<file path="src/rtl/core/dapss_pkg.sv">
// Shared types, widths and fixed-point constants for the dual angle PID steering unit.
// No dependencies; every module of the block imports this package.
package dapss_pkg;

   localparam int FRAC_BITS = 12;
   localparam int ACC_WIDTH = 32;

   localparam int ERR_W   = 16;
   localparam int GAIN_W  = 16;
   localparam int TICK_W  = 16;
   localparam int OUT_W   = 24;
   localparam int CSR_IDX_W = 3;

   // Wide enough to hold the input plus or minus two pi at any FRAC_BITS in range
   localparam int WRAP_W  = ERR_W + 3;
   localparam int RATE_W  = ERR_W + 1;

   // Product widths: unsigned gain (zero-extended) times signed operand
   localparam int PROD_P_W = GAIN_W + 1 + ERR_W;
   localparam int PROD_I_W = GAIN_W + 1 + ACC_WIDTH;
   localparam int PROD_D_W = GAIN_W + 1 + RATE_W;
   localparam int TERM_P_W = PROD_P_W - FRAC_BITS;
   localparam int TERM_I_W = PROD_I_W - FRAC_BITS;
   localparam int TERM_D_W = PROD_D_W - FRAC_BITS;

   // Headroom for the sum of six terms
   localparam int SUM_W = TERM_I_W + 3;

   localparam longint PI_Q30 = 64'sd3373259426;
   localparam longint PI_L   = (PI_Q30 + (64'sd1 <<< (29 - FRAC_BITS))) >>> (30 - FRAC_BITS);
   localparam logic signed [WRAP_W-1:0] PI_FX     = WRAP_W'(PI_L);
   localparam logic signed [WRAP_W-1:0] TWO_PI_FX = WRAP_W'(2 * PI_L);

   localparam logic signed [OUT_W-1:0] OUT_MAX = {1'b0, {(OUT_W-1){1'b1}}};
   localparam logic signed [OUT_W-1:0] OUT_MIN = {1'b1, {(OUT_W-1){1'b0}}};

   localparam logic [TICK_W-1:0] TICKS_SAT = {TICK_W{1'b1}};

   typedef enum logic [CSR_IDX_W-1:0] {
      CSR_TARGET_KP = 3'd0,
      CSR_TARGET_KI = 3'd1,
      CSR_TARGET_KD = 3'd2,
      CSR_DOCK_KP   = 3'd3,
      CSR_DOCK_KI   = 3'd4,
      CSR_DOCK_KD   = 3'd5,
      CSR_TIMEOUT   = 3'd6
   } csr_index_type;

   localparam logic [GAIN_W-1:0] KP_RESET      = 16'd2048;
   localparam logic [GAIN_W-1:0] KI_RESET      = 16'd410;
   localparam logic [GAIN_W-1:0] KD_RESET      = 16'd205;
   localparam logic [TICK_W-1:0] TIMEOUT_RESET = 16'd200;

   typedef struct packed {
      logic [GAIN_W-1:0] kp;
      logic [GAIN_W-1:0] ki;
      logic [GAIN_W-1:0] kd;
   } gains_type;

   // One classified tick as it travels from front to back
   typedef struct packed {
      logic signed [ERR_W-1:0] target_error;
      logic signed [ERR_W-1:0] dock_error;
      logic                    timed_out;
   } tick_type;

endpackage

</file>
<file path="src/rtl/core/dapss_front.sv">
// Front end: takes input transfers, wraps both bearing errors and runs the detection timer.
// Depends on dapss_pkg.
module dapss_front
   import dapss_pkg::*;
(
   input  logic                    clock,
   input  logic                    reset,
   input  logic                    req_valid,
   input  logic                    req_ready,
   input  logic signed [ERR_W-1:0] req_target_error,
   input  logic signed [ERR_W-1:0] req_dock_error,
   input  logic                    req_target_seen,
   input  logic [TICK_W-1:0]       timeout_ticks,
   output logic                    push_valid,
   output tick_type                push_tick
);

   logic [TICK_W-1:0] ticks_ff;
   logic [TICK_W-1:0] ticks_in;

   function automatic logic signed [ERR_W-1:0] wrap_angle(input logic signed [ERR_W-1:0] err);
      logic signed [WRAP_W-1:0] e;
      e = WRAP_W'(err);
      if (e > PI_FX) begin
         e = e - TWO_PI_FX;
      end
      if (e < -PI_FX) begin
         e = e + TWO_PI_FX;
      end
      return e[ERR_W-1:0];
   endfunction

   always_comb begin
      if (req_target_seen) begin
         ticks_in = '0;
      end else if (ticks_ff != TICKS_SAT) begin
         ticks_in = ticks_ff + 1'b1;
      end else begin
         ticks_in = ticks_ff;
      end
   end

   assign push_valid             = req_valid && req_ready;
   assign push_tick.target_error = wrap_angle(req_target_error);
   assign push_tick.dock_error   = wrap_angle(req_dock_error);
   assign push_tick.timed_out    = ticks_in > timeout_ticks;

   always_ff @(posedge clock) begin
      if (reset) begin
         ticks_ff <= TICKS_SAT;
      end else if (push_valid) begin
         ticks_ff <= ticks_in;
      end
   end

endmodule

</file>
<file path="config.mk">
export PLATFORM = sky130hd
export DESIGN_NAME = dapss_front
export DESIGN_NICKNAME = d
export VERILOG_FILES = /design/src/rtl/core/dapss_pkg.sv /design/src/rtl/core/dapss_front.sv
export SDC_FILE = /design/constraint.sdc
export NUM_CORES = 1
export LEC_CHECK = 0
export BUFFER_PORTS_ARGS = -buffer_cell sky130_fd_sc_hd__clkbuf_2
export CORE_ASPECT_RATIO = 1.2
export CORE_MARGIN = 5
export CORE_UTILIZATION = 56
export DETAILED_ROUTE_END_ITERATION = 6
export PLACE_DENSITY = 0.83
export SYNTH_ARGS = -nofsm -noshare
export SYNTH_HDL_FRONTEND = slang
export SYNTH_SLANG_ARGS = --single-unit
</file>
<file path="constraint.sdc">
create_clock -name clock -period 5.08 [get_ports clock]
set_input_delay 0.508 -clock clock [delete_from_list [all_inputs] [get_ports clock]]
set_output_delay 0.508 -clock clock [all_outputs]
set_load 0.005 [all_outputs]
</file>
==> results.toml <==
[route]
drtIter0Drc = 387
vias = 4089
drc = 0
first_pass_iters = 5
ant_nets = 0
wl_per_cell_um = 15.3
via_per_inst = 6.31
wirelength_um = 9890

[synth]
synth_area_leaders = "dfxtp_1 (8.9%), xnor2_1 (8.6%), ha_1 (7.3%), nor2_1 (5.5%), a211o_1 (4.4%)"
yosysWarnings = 0
synth-main-ff-cell = "dfxtp_1"
synth_top_area_share_pct = 8.94
async_flop_share_pct = 0
yosys.area.top_type = "dfxtp_1"
synth_edf_count = 0
syn_inst = 504
yosys.cell_types.count = 85
yosysSeqAreaShare_pct = 8.94
synthTopCellsByCount = "nor2_1 (53), xnor2_1 (35), nand2_1 (33)"
synth_fp_nets = 578
yosysMostFrequentCell = "nor2_1"
synth_seq_cells = 16
syn_avg_cell_area_um2 = 7.11
syn-cell-area_um2 = 3580

[critical_path]
crit_top_cell = "clkbuf_2"
crit_chain = "clkbuf_2 > o41a_1 > o211ai_2 > o21a_1 > nor2_1 > xnor2_1 > ha_1 > nand4b_1 > mux2_2 > a211o_1 > a211oi_1 > or3_4 > mux2_4 > clkbuf_2"
critPathLaunchType = "input port"
end_kind = "primary output"
critPathKind = "in -> out"
cp_slowest_cell = "o41a_1"
slowest_delay_ns = 0.42
critPathMaxFanout = 11
required_ns = 4.57
crit_arrival_ns = 4.16

[cells_and_area]
largest_register_ffs = 16
multiInputGateArea_um2 = 2950
top_register = "ticks_ff"
final_area_um2 = 4030
fin_cells = 648
reg.largest.list = "ticks_ff: 16 flops"
drive_gt1_share_pct = 22.7
final_nets = 638
seqCellArea_um2 = 320
post-route-util_pct = 63.7
area_growth_pct = 12.4
diodes = 0
fill_cells = 572

[clock_network]
h-tree-depth = 1
cts.path.max_buffers = 2
ctsHoldBuffers = 0
clk_pin_slew_ns = 0.07
insertion_delay_ns = 0.25
root_buffer = "clkbuf_8"
post-cts-setup-buffer-count = 0
cts_sinks = 16
cts_tree = "yes"
cts_buffers = 3

[timing]
rsz0062_at_grt = "false"
skew_ns = 0.00223
worst_slew_pin_slew_ns = 0.791
hold_viol_final = 0
relSlewSlack_pct = 46.8
finalCriticalPeriod_ns = 4.66
drv_slew = 0
setup-violations-final = 0
layout_setup_ws_ns = 0.415
setup_tns_ns = 0
fin_hold_ws_ns = 0.519
clock.fmax_mhz = 214
finalCritPeriodShare_pct = 91.8

[floorplan]
rows = 32
chipWidth_um = 83.0
core_um2 = 6330
fp.dieH_um = 97.6
start_util_pct = 56.7
dieArea_um2 = 8110
ios = 87

[place]
io_buffers = 86
place_area_um2 = 3970
hpwl_um = 7810
globalplace.congestion = 0.980
placed_cells = 644
post-place-ws_ns = 0.337

[global_route]
grt_max_degree = 29
grt_pass1_wl_um = 16600
antenna_found_initial = 1
grt_pass1_vias = 3779
grt-ovfl-total = 0
grt_usage_pct = 23.2

[power_and_ir_drop]
p_per_area_nw_per_um2 = 171
max-vdd-ir-drop_v = 0.000181
total_power_uw = 687
p_leak_nw = 1.75

[outcome]
status = "completed"

[min_path]
hp-class = "reg -> reg"

[run]
cap_viol_max_count = 0
per-layer routing:
metal  wire length [µm]  share of wire, %  track usage [%]  up-vias
met5                 20              0.20                0        -
met2               4960                50             42.2      205
li1                   -                 -                -     1991
met4                224               2.3             7.67        2
met3                813               8.2             3.65       32
met1               3880                39             27.2     1859
cell families (layout without fill, tap and decap cells):
group,after synthesis,count (layout),share of synthesized area (%)
multiplexers,10,10,3.07
adder cells (fa/ha/maj),21,21,7.33
AND/OR/NAND/NOR,201,201,30.9
XOR/XNOR,43,43,10.5
AO/OA/AOI/OAI,143,143,30.2
buffers and inverters,70,129,9.04
flip-flops,16,16,8.94
power breakdown:
part	leakage (nW)	switching, mW	internal, mW
Clock	0.0288	0.0470	0.0689
Sequential	0.133	0.0125	0.135
Combinational	1.59	0.235	0.189
layout make-up:
cell class | count | area share [%]
flip-flops and latches | 16 | 7.95
clock buffers | 4 | 1.37
repair buffers | 93 | 12.0
inverters | 32 | 2.98
multi-input cells | 418 | 73.1
well taps | 85 | 2.64
worst max-delay path, delay by kind of cell:
kind	cells	cell delay (ns)
compound gates	5	1.67
xor+xnor	1	0.28
fa+ha+maj	1	0.25
buf+inv	2	0.28
mux	2	0.59
simple gates	3	0.57
worst paths after layout:
check | from | end | slack, ns | cells after the start
max | req_target_error[5] | push_tick[21] | 0.42 | 14
min | ticks_ff[7] | ticks_ff[7] | 0.52 | 1
max reg2reg | ticks_ff[4] | ticks_ff[8] | 2.63 | 9
min reg2reg | ticks_ff[7] | ticks_ff[7] | 0.52 | 1
cells in the final DEF, fill, tap and decap left out, types with 5 or more instances in the layout:
cell type,Yosys,routed
o21a_1,8,8
o31ai_1,5,5
a21oi_1,22,22
xor2_1,8,8
nand4_1,12,12
buf_4,7,7
o21ai_0,22,22
clkbuf_2,1,86
or4_1,5,5
or3_1,6,5
or2_2,5,5
and3_1,5,5
a211oi_1,8,8
nand3b_1,6,6
dfxtp_1,16,16
nor3_1,14,14
mux2i_1,5,5
and2_1,5,5
xnor2_1,35,35
ha_1,21,21
nand2_1,33,33
nor2_1,53,53
inv_1,31,31
nand3_1,22,22
nor4_1,5,5
a211o_1,18,18
what timing repair did:
item | in CTS | in global routing
setup endpoints to repair | 0 | 2
endpoints found under the hold margin | 0 | 0
resized for setup | 0 | 1
No activity file was read; power rests on OpenSTA's default activity.
