`config.mk`:
```
export PLATFORM = sky130hd
export DESIGN_NAME = dapss_queue
export DESIGN_NICKNAME = d
export VERILOG_FILES = /design/src/rtl/core/dapss_pkg.sv /design/src/rtl/core/dapss_queue.sv
export SDC_FILE = /design/constraint.sdc
export NUM_CORES = 1
export LEC_CHECK = 0
export BUFFER_PORTS_ARGS = -buffer_cell sky130_fd_sc_hd__buf_4
export CAP_MARGIN = 10
export CORE_UTILIZATION = 46
export DETAILED_ROUTE_END_ITERATION = 8
export GPL_ROUTABILITY_DRIVEN = 0
export PLACE_DENSITY = 0.74
export SLEW_MARGIN = 20
export SYNTH_ARGS = -nofsm -noshare
export SYNTH_HDL_FRONTEND = slang
export SYNTH_SLANG_ARGS = --single-unit
```
`constraint.sdc`:
```
create_clock -name clock -period 2.5 [get_ports clock]
set_clock_uncertainty 0.05 [all_clocks]
set_input_delay 0.5 -clock clock [delete_from_list [all_inputs] [get_ports clock]]
set_output_delay 0.5 -clock clock [all_outputs]
set_load 0.05 [all_outputs]
```
`src/rtl/core/dapss_pkg.sv`:
```
// Shared types, widths and fixed-point constants for the dual angle PID steering unit.
// No dependencies; every module of the block imports this package.
package dapss_pkg;

   localparam int FRAC_BITS = 12;
   localparam int ACC_WIDTH = 32;

   localparam int ERR_W   = 16;
   localparam int GAIN_W  = 16;
   localparam int TICK_W  = 16;
   localparam int OUT_W   = 24;
   localparam int CSR_IDX_W = 3;

   // Wide enough to hold the input plus or minus two pi at any FRAC_BITS in range
   localparam int WRAP_W  = ERR_W + 3;
   localparam int RATE_W  = ERR_W + 1;

   // Product widths: unsigned gain (zero-extended) times signed operand
   localparam int PROD_P_W = GAIN_W + 1 + ERR_W;
   localparam int PROD_I_W = GAIN_W + 1 + ACC_WIDTH;
   localparam int PROD_D_W = GAIN_W + 1 + RATE_W;
   localparam int TERM_P_W = PROD_P_W - FRAC_BITS;
   localparam int TERM_I_W = PROD_I_W - FRAC_BITS;
   localparam int TERM_D_W = PROD_D_W - FRAC_BITS;

   // Headroom for the sum of six terms
   localparam int SUM_W = TERM_I_W + 3;

   localparam longint PI_Q30 = 64'sd3373259426;
   localparam longint PI_L   = (PI_Q30 + (64'sd1 <<< (29 - FRAC_BITS))) >>> (30 - FRAC_BITS);
   localparam logic signed [WRAP_W-1:0] PI_FX     = WRAP_W'(PI_L);
   localparam logic signed [WRAP_W-1:0] TWO_PI_FX = WRAP_W'(2 * PI_L);

   localparam logic signed [OUT_W-1:0] OUT_MAX = {1'b0, {(OUT_W-1){1'b1}}};
   localparam logic signed [OUT_W-1:0] OUT_MIN = {1'b1, {(OUT_W-1){1'b0}}};

   localparam logic [TICK_W-1:0] TICKS_SAT = {TICK_W{1'b1}};

   typedef enum logic [CSR_IDX_W-1:0] {
      CSR_TARGET_KP = 3'd0,
      CSR_TARGET_KI = 3'd1,
      CSR_TARGET_KD = 3'd2,
      CSR_DOCK_KP   = 3'd3,
      CSR_DOCK_KI   = 3'd4,
      CSR_DOCK_KD   = 3'd5,
      CSR_TIMEOUT   = 3'd6
   } csr_index_type;

   localparam logic [GAIN_W-1:0] KP_RESET      = 16'd2048;
   localparam logic [GAIN_W-1:0] KI_RESET      = 16'd410;
   localparam logic [GAIN_W-1:0] KD_RESET      = 16'd205;
   localparam logic [TICK_W-1:0] TIMEOUT_RESET = 16'd200;

   typedef struct packed {
      logic [GAIN_W-1:0] kp;
      logic [GAIN_W-1:0] ki;
      logic [GAIN_W-1:0] kd;
   } gains_type;

   // One classified tick as it travels from front to back
   typedef struct packed {
      logic signed [ERR_W-1:0] target_error;
      logic signed [ERR_W-1:0] dock_error;
      logic                    timed_out;
   } tick_type;

endpackage

```
`src/rtl/core/dapss_queue.sv`:
```
// Two-entry queue of classified ticks between front and back.
// Depends on dapss_pkg.
module dapss_queue
   import dapss_pkg::*;
(
   input  logic     clock,
   input  logic     reset,
   input  logic     push_valid,
   input  tick_type push_tick,
   output logic     push_ready,
   input  logic     pop_ready,
   output logic     pop_valid,
   output tick_type pop_tick
);

   tick_type   entry_ff [2];
   logic       wr_ptr_ff;
   logic       rd_ptr_ff;
   logic [1:0] count_ff;
   logic [1:0] count_in;
   logic       pop_fire;

   assign push_ready = count_ff != 2'd2;
   assign pop_valid  = count_ff != 2'd0;
   assign pop_tick   = entry_ff[rd_ptr_ff];
   assign pop_fire   = pop_valid && pop_ready;

   always_comb begin
      count_in = count_ff;
      if (push_valid && !pop_fire) begin
         count_in = count_ff + 2'd1;
      end else if (pop_fire && !push_valid) begin
         count_in = count_ff - 2'd1;
      end
   end

   always_ff @(posedge clock) begin
      if (push_valid) begin
         entry_ff[wr_ptr_ff] <= push_tick;
      end
   end

   always_ff @(posedge clock) begin
      if (reset) begin
         wr_ptr_ff <= 1'b0;
         rd_ptr_ff <= 1'b0;
         count_ff  <= 2'd0;
      end else begin
         count_ff <= count_in;
         if (push_valid) begin
            wr_ptr_ff <= !wr_ptr_ff;
         end
         if (pop_fire) begin
            rd_ptr_ff <= !rd_ptr_ff;
         end
      end
   end

endmodule

```
==> impl_metrics.tcl, run 1 <==
set metrics [dict create \
    status "complete, no violations" \
    critPathArrivalTime_ns 1.51 \
    timing.rr.end "count_ff[1]$_SDFFE_PP0P_" \
    start_util_pct 49.1 \
    syn_nets 163 \
    min-delay-start "push_tick[6]" \
    clock.fmax_mhz 486 \
    cts_root_buffer "clkbuf_8" \
    vias 1378 \
    reg2reg_depth 4 \
    grt_pass1_vias 1521 \
    place_area_sq_mm 0.00325 \
    nets 245 \
    cts_buffer_depth 2 \
    met1_usage_pct 17.1 \
    post-route-min-period_ns 2.06 \
    ys_seq_elements 71 \
    tns_ns 0 \
    dr.pass1.iters 4 \
    cts_setup_buffers 0 \
    setup_viol 0 \
    syn_inst 125 \
    drv_slew 0 \
    worstSetupPathType "flip-flop to output pin" \
    gr-usage-met2_pct 27.2 \
    grt.busiest_layer "met2" \
    drc_errors 0 \
    hold_path.class "input port to flip-flop" \
    vdd_drop_max_uv 713 \
    rows 26 \
    ios 72 \
    fin_ws_ns 0.442 \
    port_buffers 71 \
    wl_mm 4.30 \
    cp_max_fo 20 \
    grt_max_degree 25 \
    grtUsageTotal_pct 15.9 \
    design_area_sq_mm 0.00346 \
    cp_data_required_time_ns 1.95 \
    rrSetupSlack_ns 0.88 \
    p_leak_nw 1.31 \
    worstMarginPinSlew_ns 0.524 \
    worstSetupEndpointType "output pin" \
    synthToLayoutAreaGrowth_pct 33.7 \
    timing.rr.start "count_ff[1]$_SDFFE_PP0P_" \
    grt_pass1_wl_mm 7.00 \
    clkLatencyLatePin_ns 0.33 \
    drt_iter0_markers 23 \
    grt_overflow 0 \
    drive_above_1_share_pct 59.4 \
    numCtsBuffers 9 \
    synth_area_per_cell_sq_um 20.7 \
    grt_antenna_before_repair 0 \
    die_area_sq_mm 0.00592 \
    hold_buffers 0 \
    synth_area_sq_mm 0.00258 \
    maxCapViolCount 0 \
    dieWidth_um 77.0 \
    antenna_cells 0 \
    path_clk_slew_ns 0.07 \
    hold_violations 0 \
    avgViaCountPerCell 4.89 \
    core-area_sq_mm 0.00527 \
    max_slew_margin_pct 65.1 \
    cp-start-kind "flip-flop" \
    holdPathStages 1 \
    min_to "entry_ff[0][6]$_DFFE_PP_" \
    fin_util_pct 65.6 \
    ant_nets 0 \
    die_y_um 77.0 \
    h-tree-depth 3 \
    nFillCells 390 \
    post_cts_resize_count 0 \
    p_per_area_mw_per_mm2 1090 \
    yosysWarnings 0 \
    clock_sinks 71 \
    dpl_worst_slack_ns 0.752 \
    routedWlPerCell_um 15.3 \
    ys_seq_area_share_pct 80.5 \
    post-dp-hpwl_mm 2.99 \
    rsz0062_at_grt "false" \
    yosysUniqueCellTypes 16 \
    cts_tree "built" \
    hold_slack_ns 0.302 \
    fin_crit_sh_pct 82.3 \
    grtUsageMet3_pct 5.12 \
]
## kinds of logic (layout without fill, tap and decap cells)
group | after synthesis | after routing | synth area share (%)
xor+xnor | 4 | 4 | 1.36
mux | 33 | 33 | 14.4
fa+ha+maj | 1 | 1 | 0.484
flops | 71 | 71 | 80.5
buf+inv | 4 | 91 | 0.871
compound gates | 3 | 3 | 0.581
simple gates | 9 | 9 | 1.79
## state kept, by name, summed over array words and instances, names as in the netlist, named ones only
signal	flops
entry_ff	66
count_ff	2
wr_ptr_ff	1
rd_ptr_ff	1
## Yosys cell counts
library cell	n	area, sq um
buf_4	1	7.51
buf_2	3	15.0
nor2b_1	1	6.26
xnor2_1	1	8.76
or3_1	1	6.26
nand2b_1	1	6.26
ha_1	1	12.5
nor2_1	4	15.0
mux2_2	33	372
edfxtp_1	66	1980
o21ai_0	2	10.0
and2_1	1	6.26
or2_2	1	6.26
dfxtp_1	5	100
a21oi_1	1	5.00
xor2_1	3	26.3
## per-stage QoR
step	std cells	total power (W)
after floorplan	125	0.00246
after global placement	266	0.00281
after detailed placement	266	0.00284
after CTS	282	0.00380
after global routing	282	0.00391
final	282	0.00376
## metal layers
| layer | wire length, um | share of wire [%] |
|---|---|---|
| met1 | 1660 | 39 |
| met2 | 2290 | 53 |
| met3 | 269 | 6.3 |
| met5 | 0 | 0 |
| met4 | 84 | 2.0 |
## layout make-up
cell class              count  area [sq um]  share of cell area, %
flip-flops and latches     71          2080                   60.2
clock inverters             7          87.6                   2.53
multi-input cells          50           488                   14.1
repair buffers             75           588                   17.0
well taps                  70          87.6                   2.53
clock buffers               9           124                   3.58
## critical path: stages, from the launching register on
cell     delay (ns)
dfxtp_1        0.33
buf_4          0.28
mux2_2         0.38
buf_4          0.19
## how the worst max path moves through the flow
stage / cells after the start / end
2_1_floorplan: 1 / entry_ff[0][0]$_DFFE_PP_
3_3_place_gp: 3 / pop_tick[27]
3_5_place_dp: 5 / count_ff[1]$_SDFFE_PP0P_
4_1_cts: 3 / pop_tick[27]
5_1_grt: 3 / pop_tick[27]
6_report: 3 / pop_tick[2]
## report_power, final
group	total [W]	internal [W]	switching, W
Clock	0.000953	0.000554	0.000399
Combinational	0.00136	0.000487	0.000874
Sequential	0.00145	0.00140	0.0000414
Total	0.00376	0.00245	0.00131
## placed cells by master (no fill, tap or decap)
master and n:
nor2b_4 1, clkinvlp_4 1, and2_1 1, xnor2_1 1, ha_1 1, mux2_2 33, xor2_1 3, bufinv_16 2
nor2_1 4, clkbuf_8 9, or2_2 1, buf_4 73, edfxtp_1 66, or3_1 1, dfxtp_1 5, o21ai_0 2
buf_12 2, clkinv_2 4, a21oi_1 1, nand2b_1 1
Power figures use the tool's default switching activity.
==> inputs of run 2 (changes only) <==
- ABC_AREA: default -> 1
- CORE_UTILIZATION: 46 -> 52
- PLACE_DENSITY: 0.74 -> 0.79
- clock period: 2.5 -> 2.07 ns (I/O delays scaled with it)
==> impl_metrics.tcl, run 2 <==
set metrics [dict create \
    drc_errors 0 \
    hold_buffers 0 \
    synth-edff-count 66 \
    largest_registers "entry_ff (66), count_ff (2)" \
    post_cts_resize_count 0 \
    p_per_area_mw_per_mm2 1110 \
    reg2reg_depth 9 \
    port_buffers 71 \
    start_util_pct 54.2 \
    cts_buffer_depth 2 \
    grt_antenna_before_repair 0 \
    yosys-top-cells-area "edfxtp_1 72%, mux2_4 16%, dfxtp_1 3.6%, buf_12 2.2%, nand2_1 1.2%" \
    grt_max_degree 34 \
    ys_seq_elements 71 \
    timing.rr.start "count_ff[0]$_SDFFE_PP0P_" \
    rrSetupSlack_ns 0.55 \
    yosysTopAreaCell "edfxtp_1" \
    cp-start-kind "flip-flop" \
    worstMarginPinSlew_ns 0.442 \
    synth_async_sr_flop_share_pct 0 \
    antenna_cells 0 \
    synth_area_per_cell_sq_um 20.1 \
    min-delay-start "reset" \
    holdPathStages 2 \
    cts_root_buffer "clkbuf_8" \
    fin_crit_sh_pct 94.1 \
    min_to "wr_ptr_ff$_SDFFE_PP0P_" \
    nFillCells 322 \
    worstSetupEndpointType "output pin" \
    path_clk_slew_ns 0.07 \
    synthToLayoutAreaGrowth_pct 31.5 \
    critPathArrivalTime_ns 1.48 \
    final_cell_mix "73 x buf_4, 66 x edfxtp_1, 30 x mux2_4" \
    cp_data_required_time_ns 1.61 \
    h-tree-depth 3 \
    largest_register "entry_ff" \
    post-route-min-period_ns 1.95 \
    p_leak_nw 1.48 \
    routedWlPerCell_um 16.2 \
    grt_pass1_vias 1523 \
    grt_overflow 0 \
    syn_inst 138 \
    nets 257 \
    post-dp-hpwl_mm 3.24 \
    wl_mm 4.77 \
    synth_common_cells "66 x edfxtp_1, 30 x mux2_4, 9 x nand2_1" \
    synth_area_sq_mm 0.00277 \
    numCtsBuffers 9 \
    syn_nets 176 \
    dr.pass1.iters 4 \
    worstSetupPathType "flip-flop to output pin" \
    synthFlopType "edfxtp_1" \
    hold_violations 0 \
    die_area_sq_mm 0.00562 \
    rsz0062_at_grt "false" \
    grtUsageTotal_pct 17.8 \
    clkLatencyLatePin_ns 0.33 \
    vias 1457 \
    total_power_w 0.00403 \
    ios 72 \
    drt_iter0_markers 95 \
    yosys.area.top_type_share_pct 71.6 \
    die_y_um 75.0 \
    grt_pass1_wl_mm 6.83 \
    cp_max_fo 33 \
    yosysWarnings 0 \
    max_slew_margin_pct 70.5 \
    vdd_drop_max_uv 560 \
    setup_viol 0 \
    yosysUniqueCellTypes 15 \
    rows 26 \
    synth_most_common_cell "edfxtp_1" \
    hold_path.class "input port to flip-flop" \
    clock.fmax_mhz 513 \
    drive_above_1_share_pct 55.8 \
    drv_slew 0 \
    ant_nets 0 \
    avgViaCountPerCell 4.96 \
    maxCapViolCount 0 \
    largest_register_ffs 66 \
    dieWidth_um 75.0 \
    cts_setup_buffers 0 \
    clock_sinks 71 \
    cts_tree "built" \
    status "complete, no violations" \
    layout_commonest_cell "buf_4" \
    ys_seq_area_share_pct 75.2 \
    tns_ns 0 \
    core-area_sq_mm 0.00511 \
    timing.rr.end "count_ff[1]$_SDFFE_PP0P_" \
]
==> run 2: cell count changes in the layout (fill, tap and decap cells not counted), sizes merged, moves of 2 or more <==
cell / previous run / this run
clkinv: 4 / 0
nand2: 0 / 9
nand3: 0 / 2
clkbuf: 9 / 11
xor2: 3 / 0
bufinv: 2 / 4
inv: 0 / 8
==> run 2: stage by stage <==
| stage | instances | hold slack (ns) | instance area, sq um | utilization (%) | setup slack (ns) |
|---|---|---|---|---|---|
| final | 294 | 0.199 | 3640 | 71.3 | 0.122 |
| after global placement | 278 | 0.431 | 3360 | 65.8 | 0.482 |
| after global routing | 294 | 0.184 | 3640 | 71.3 | 0.0705 |
| after CTS | 294 | 0.184 | 3640 | 71.3 | 0.0888 |
| after detailed placement | 278 | 0.456 | 3360 | 65.8 | 0.456 |
| after floorplan | 138 | 0.415 | 2770 | - | 0.314 |
==> run 2: metal layers <==
| layer | vias up | routed length [um] | track usage [%] |
|---|---|---|---|
| met2 | 51 | 2740 | 32.8 |
| li1 | 677 | - | - |
| met4 | 0 | 132 | 13.0 |
| met1 | 717 | 1710 | 17.2 |
| met5 | - | 0 | 0 |
| met3 | 12 | 194 | 4.42 |
==> run 2: area by class of cell <==
class                   count  area, sq um  area share [%]
clock buffers              11          151            4.16
clock inverters             5          128            3.51
inverters                   8         30.0           0.825
multi-input cells          55          593            16.3
flip-flops and latches     71         2080            57.2
well taps                  70         87.6            2.41
repair buffers             74          568            15.6
==> run 2: how the worst max path moves through the flow <==
stage          slack [ns]        from                  endpoint  cells past startpoint
6_report             0.12   flip-flop              pop_tick[25]                      3
5_1_grt              0.07   flip-flop              pop_tick[25]                      3
4_1_cts              0.09   flip-flop              pop_tick[25]                      3
3_5_place_dp         0.46   flip-flop              pop_tick[25]                      3
3_3_place_gp         0.48   flip-flop              pop_tick[29]                      3
2_1_floorplan        0.31  push_valid  entry_ff[0][0]$_DFFE_PP_                      2
==> run 2: cells by family after synthesis <==
group           Yosys count  synth area share [%]
fa+ha+maj                 1                 0.452
simple gates             18                  2.67
mux                      33                  17.5
flops                    71                  75.2
compound gates            3                 0.542
buf+inv                  12                  3.66
==> run 2: power breakdown <==
part | switching (W) | leakage, nW | total [W] | internal [W]
sequential | 0.0000284 | 0.661 | 0.00169 | 0.00166
clock | 0.000481 | 0.136 | 0.00147 | 0.000988
combinational | 0.000541 | 0.679 | 0.000870 | 0.000330
==> run 2: worst max-delay path: stages (launching register included) <==
cell     delay, ns
dfxtp_2       0.34
buf_12        0.25
mux2_2        0.37
buf_4         0.19
==> inputs of run 3 (changes only) <==
- CORE_MARGIN: default -> 2
- REMOVE_ABC_BUFFERS: default -> 1
- SKIP_LAST_GASP: default -> 1
==> impl_metrics.tcl, run 3 (synthesis gave the netlist of run 2 again) <==
set metrics [dict create \
    maxCapViolCount 0 \
    dr.pass1.iters 4 \
    hold_violations 0 \
    cp_cell_sequence "buf_4 -> mux2_2 -> buf_4" \
    worstSetupPathType "flip-flop to output pin" \
    post_cts_resize_count 0 \
    clkLatencyLatePin_ns 0.33 \
    hold_buffers 0 \
    largest_register "entry_ff" \
    post-route-min-period_ns 1.96 \
    grt_max_degree 34 \
    drive_above_1_share_pct 54.4 \
    ant_nets 0 \
    die_y_um 77.0 \
    crit_slowest_cell "mux2_2" \
    ios 72 \
    cts_buffer_depth 2 \
    cp_max_fo 15 \
    rrSetupSlack_ns 0.65 \
    port_buffers 71 \
    clock.fmax_mhz 511 \
    start_util_pct 54.2 \
    slowest_delay_ns 0.37 \
    routedWlPerCell_um 15.9 \
    fin_cells 296 \
    status "complete, no violations" \
    numCtsBuffers 9 \
    clock_sinks 71 \
    core-area_sq_mm 0.00511 \
    synthToLayoutAreaGrowth_pct 27.3 \
    vdd_drop_max_uv 601 \
    final_cell_mix "75 x buf_4, 66 x edfxtp_1, 30 x mux2_4" \
    hold_path.class "input port to flip-flop" \
    seq_power_share_pct 49.1 \
    worstMarginPinSlew_ns 0.445 \
    vias 1441 \
    cpMostUsedCell "buf_4" \
    die_area_sq_mm 0.00592 \
    path_clk_slew_ns 0.07 \
    cts_root_buffer "clkbuf_8" \
    worstSetupEndpointType "output pin" \
    max_slew_margin_pct 70.3 \
    switchingPower_w 0.00103 \
    critPathArrivalTime_ns 1.49 \
    h-tree-depth 3 \
    fin_crit_sh_pct 94.6 \
    avgViaCountPerCell 4.87 \
    grtUsageTotal_pct 17.1 \
    cp_data_required_time_ns 1.61 \
    largest_register_ffs 66 \
    p_comb_share_pct 25.2 \
    swShare_pct 29.9 \
    grt.busiest_layer "met2" \
    layout_commonest_cell "buf_4" \
    largest_registers "entry_ff (66), count_ff (2)" \
    reg2reg_depth 9 \
    p_leak_nw 1.43 \
    holdPathStages 1 \
    drt_iter0_markers 73 \
    gr-usage-met2_pct 30.7 \
    hold_slack_ns 0.212 \
    post-dp-hpwl_mm 3.34 \
    grt_overflow 0 \
    cp-start-kind "flip-flop" \
    grt_pass1_vias 1559 \
    drc_errors 0 \
    drv_slew 0 \
    dp.cells 280 \
    fin_util_pct 69.0 \
    wl_mm 4.71 \
    rsz0062_at_grt "false" \
    dieWidth_um 77.0 \
    cts_tree "built" \
    setup_viol 0 \
    grt_pass1_wl_mm 7.53 \
    place_area_sq_mm 0.00336 \
    design_area_sq_mm 0.00352 \
    p_per_area_mw_per_mm2 977 \
    clock_power_share_pct 25.8 \
    nets 259 \
    cts_setup_buffers 0 \
    rows 26 \
    antenna_cells 0 \
    grt_antenna_before_repair 0 \
    p_int_w 0.00241 \
    grtUsageMet3_pct 6.12 \
    met1_usage_pct 18.9 \
]
run 3: cell count changes in the layout (fill, tap and decap cells not counted):
cell | previous run | this run
buf_4 | 73 | 75
clkinv_2 | 0 | 2
clkinv_1 | 0 | 2
buf_12 | 1 | 0
bufinv_16 | 4 | 0
clkbuf_1 | 0 | 2
buf_6 | 0 | 1
clkbuf_8 | 11 | 9
run 3: cell type report:
class	count	area [sq um]
multi-input cells	55	593
clock inverters	5	25.0
fillers	361	1580
flip-flops and latches	71	2080
inverters	8	30.0
well taps	70	87.6
clock buffers	11	131
repair buffers	76	574
run 3: power by group through the flow:
stage	clock network, W	logic (W)	registers [W]
floorplan	0	0.000586	0.00175
global placement	0	0.000850	0.00171
detailed placement	0	0.000872	0.00172
CTS	0.000912	0.000874	0.00169
global route	0.000973	0.000910	0.00170
finish	0.000887	0.000868	0.00169
run 3: path summary, 6_finish.rpt:
check | start | endpoint
max | flip-flop | pop_tick[29]
min | push_tick[28] | entry_ff[0][28]$_DFFE_PP_
max reg2reg | count_ff[0]$_SDFFE_PP0P_ | count_ff[1]$_SDFFE_PP0P_
min reg2reg | rd_ptr_ff$_SDFFE_PP0P_ | rd_ptr_ff$_SDFFE_PP0P_
run 3: critical path, delay by kind of cell, from the launching register on:
kind	cells	cell delay, ns
buffers and inverters	2	0.47
multiplexers	1	0.37
flip-flops	1	0.33
run 3: routing by layer:
layer / vias to the layer above / share of wire, %
met5: - / 0
met4: 0 / 1.0
met3: 5 / 5.9
met2: 58 / 54
met1: 692 / 39
li1: 686 / -
run 3: per-stage QoR:
stage          TNS (ns)  power [W]  setup slack (ns)
6_report              0    0.00344             0.112
2_1_floorplan    -15.85    0.00234            -0.327
3_3_place_gp          0    0.00256             0.435
4_1_cts               0    0.00348            0.0471
3_5_place_dp          0    0.00259             0.411
5_1_grt               0    0.00358            0.0505
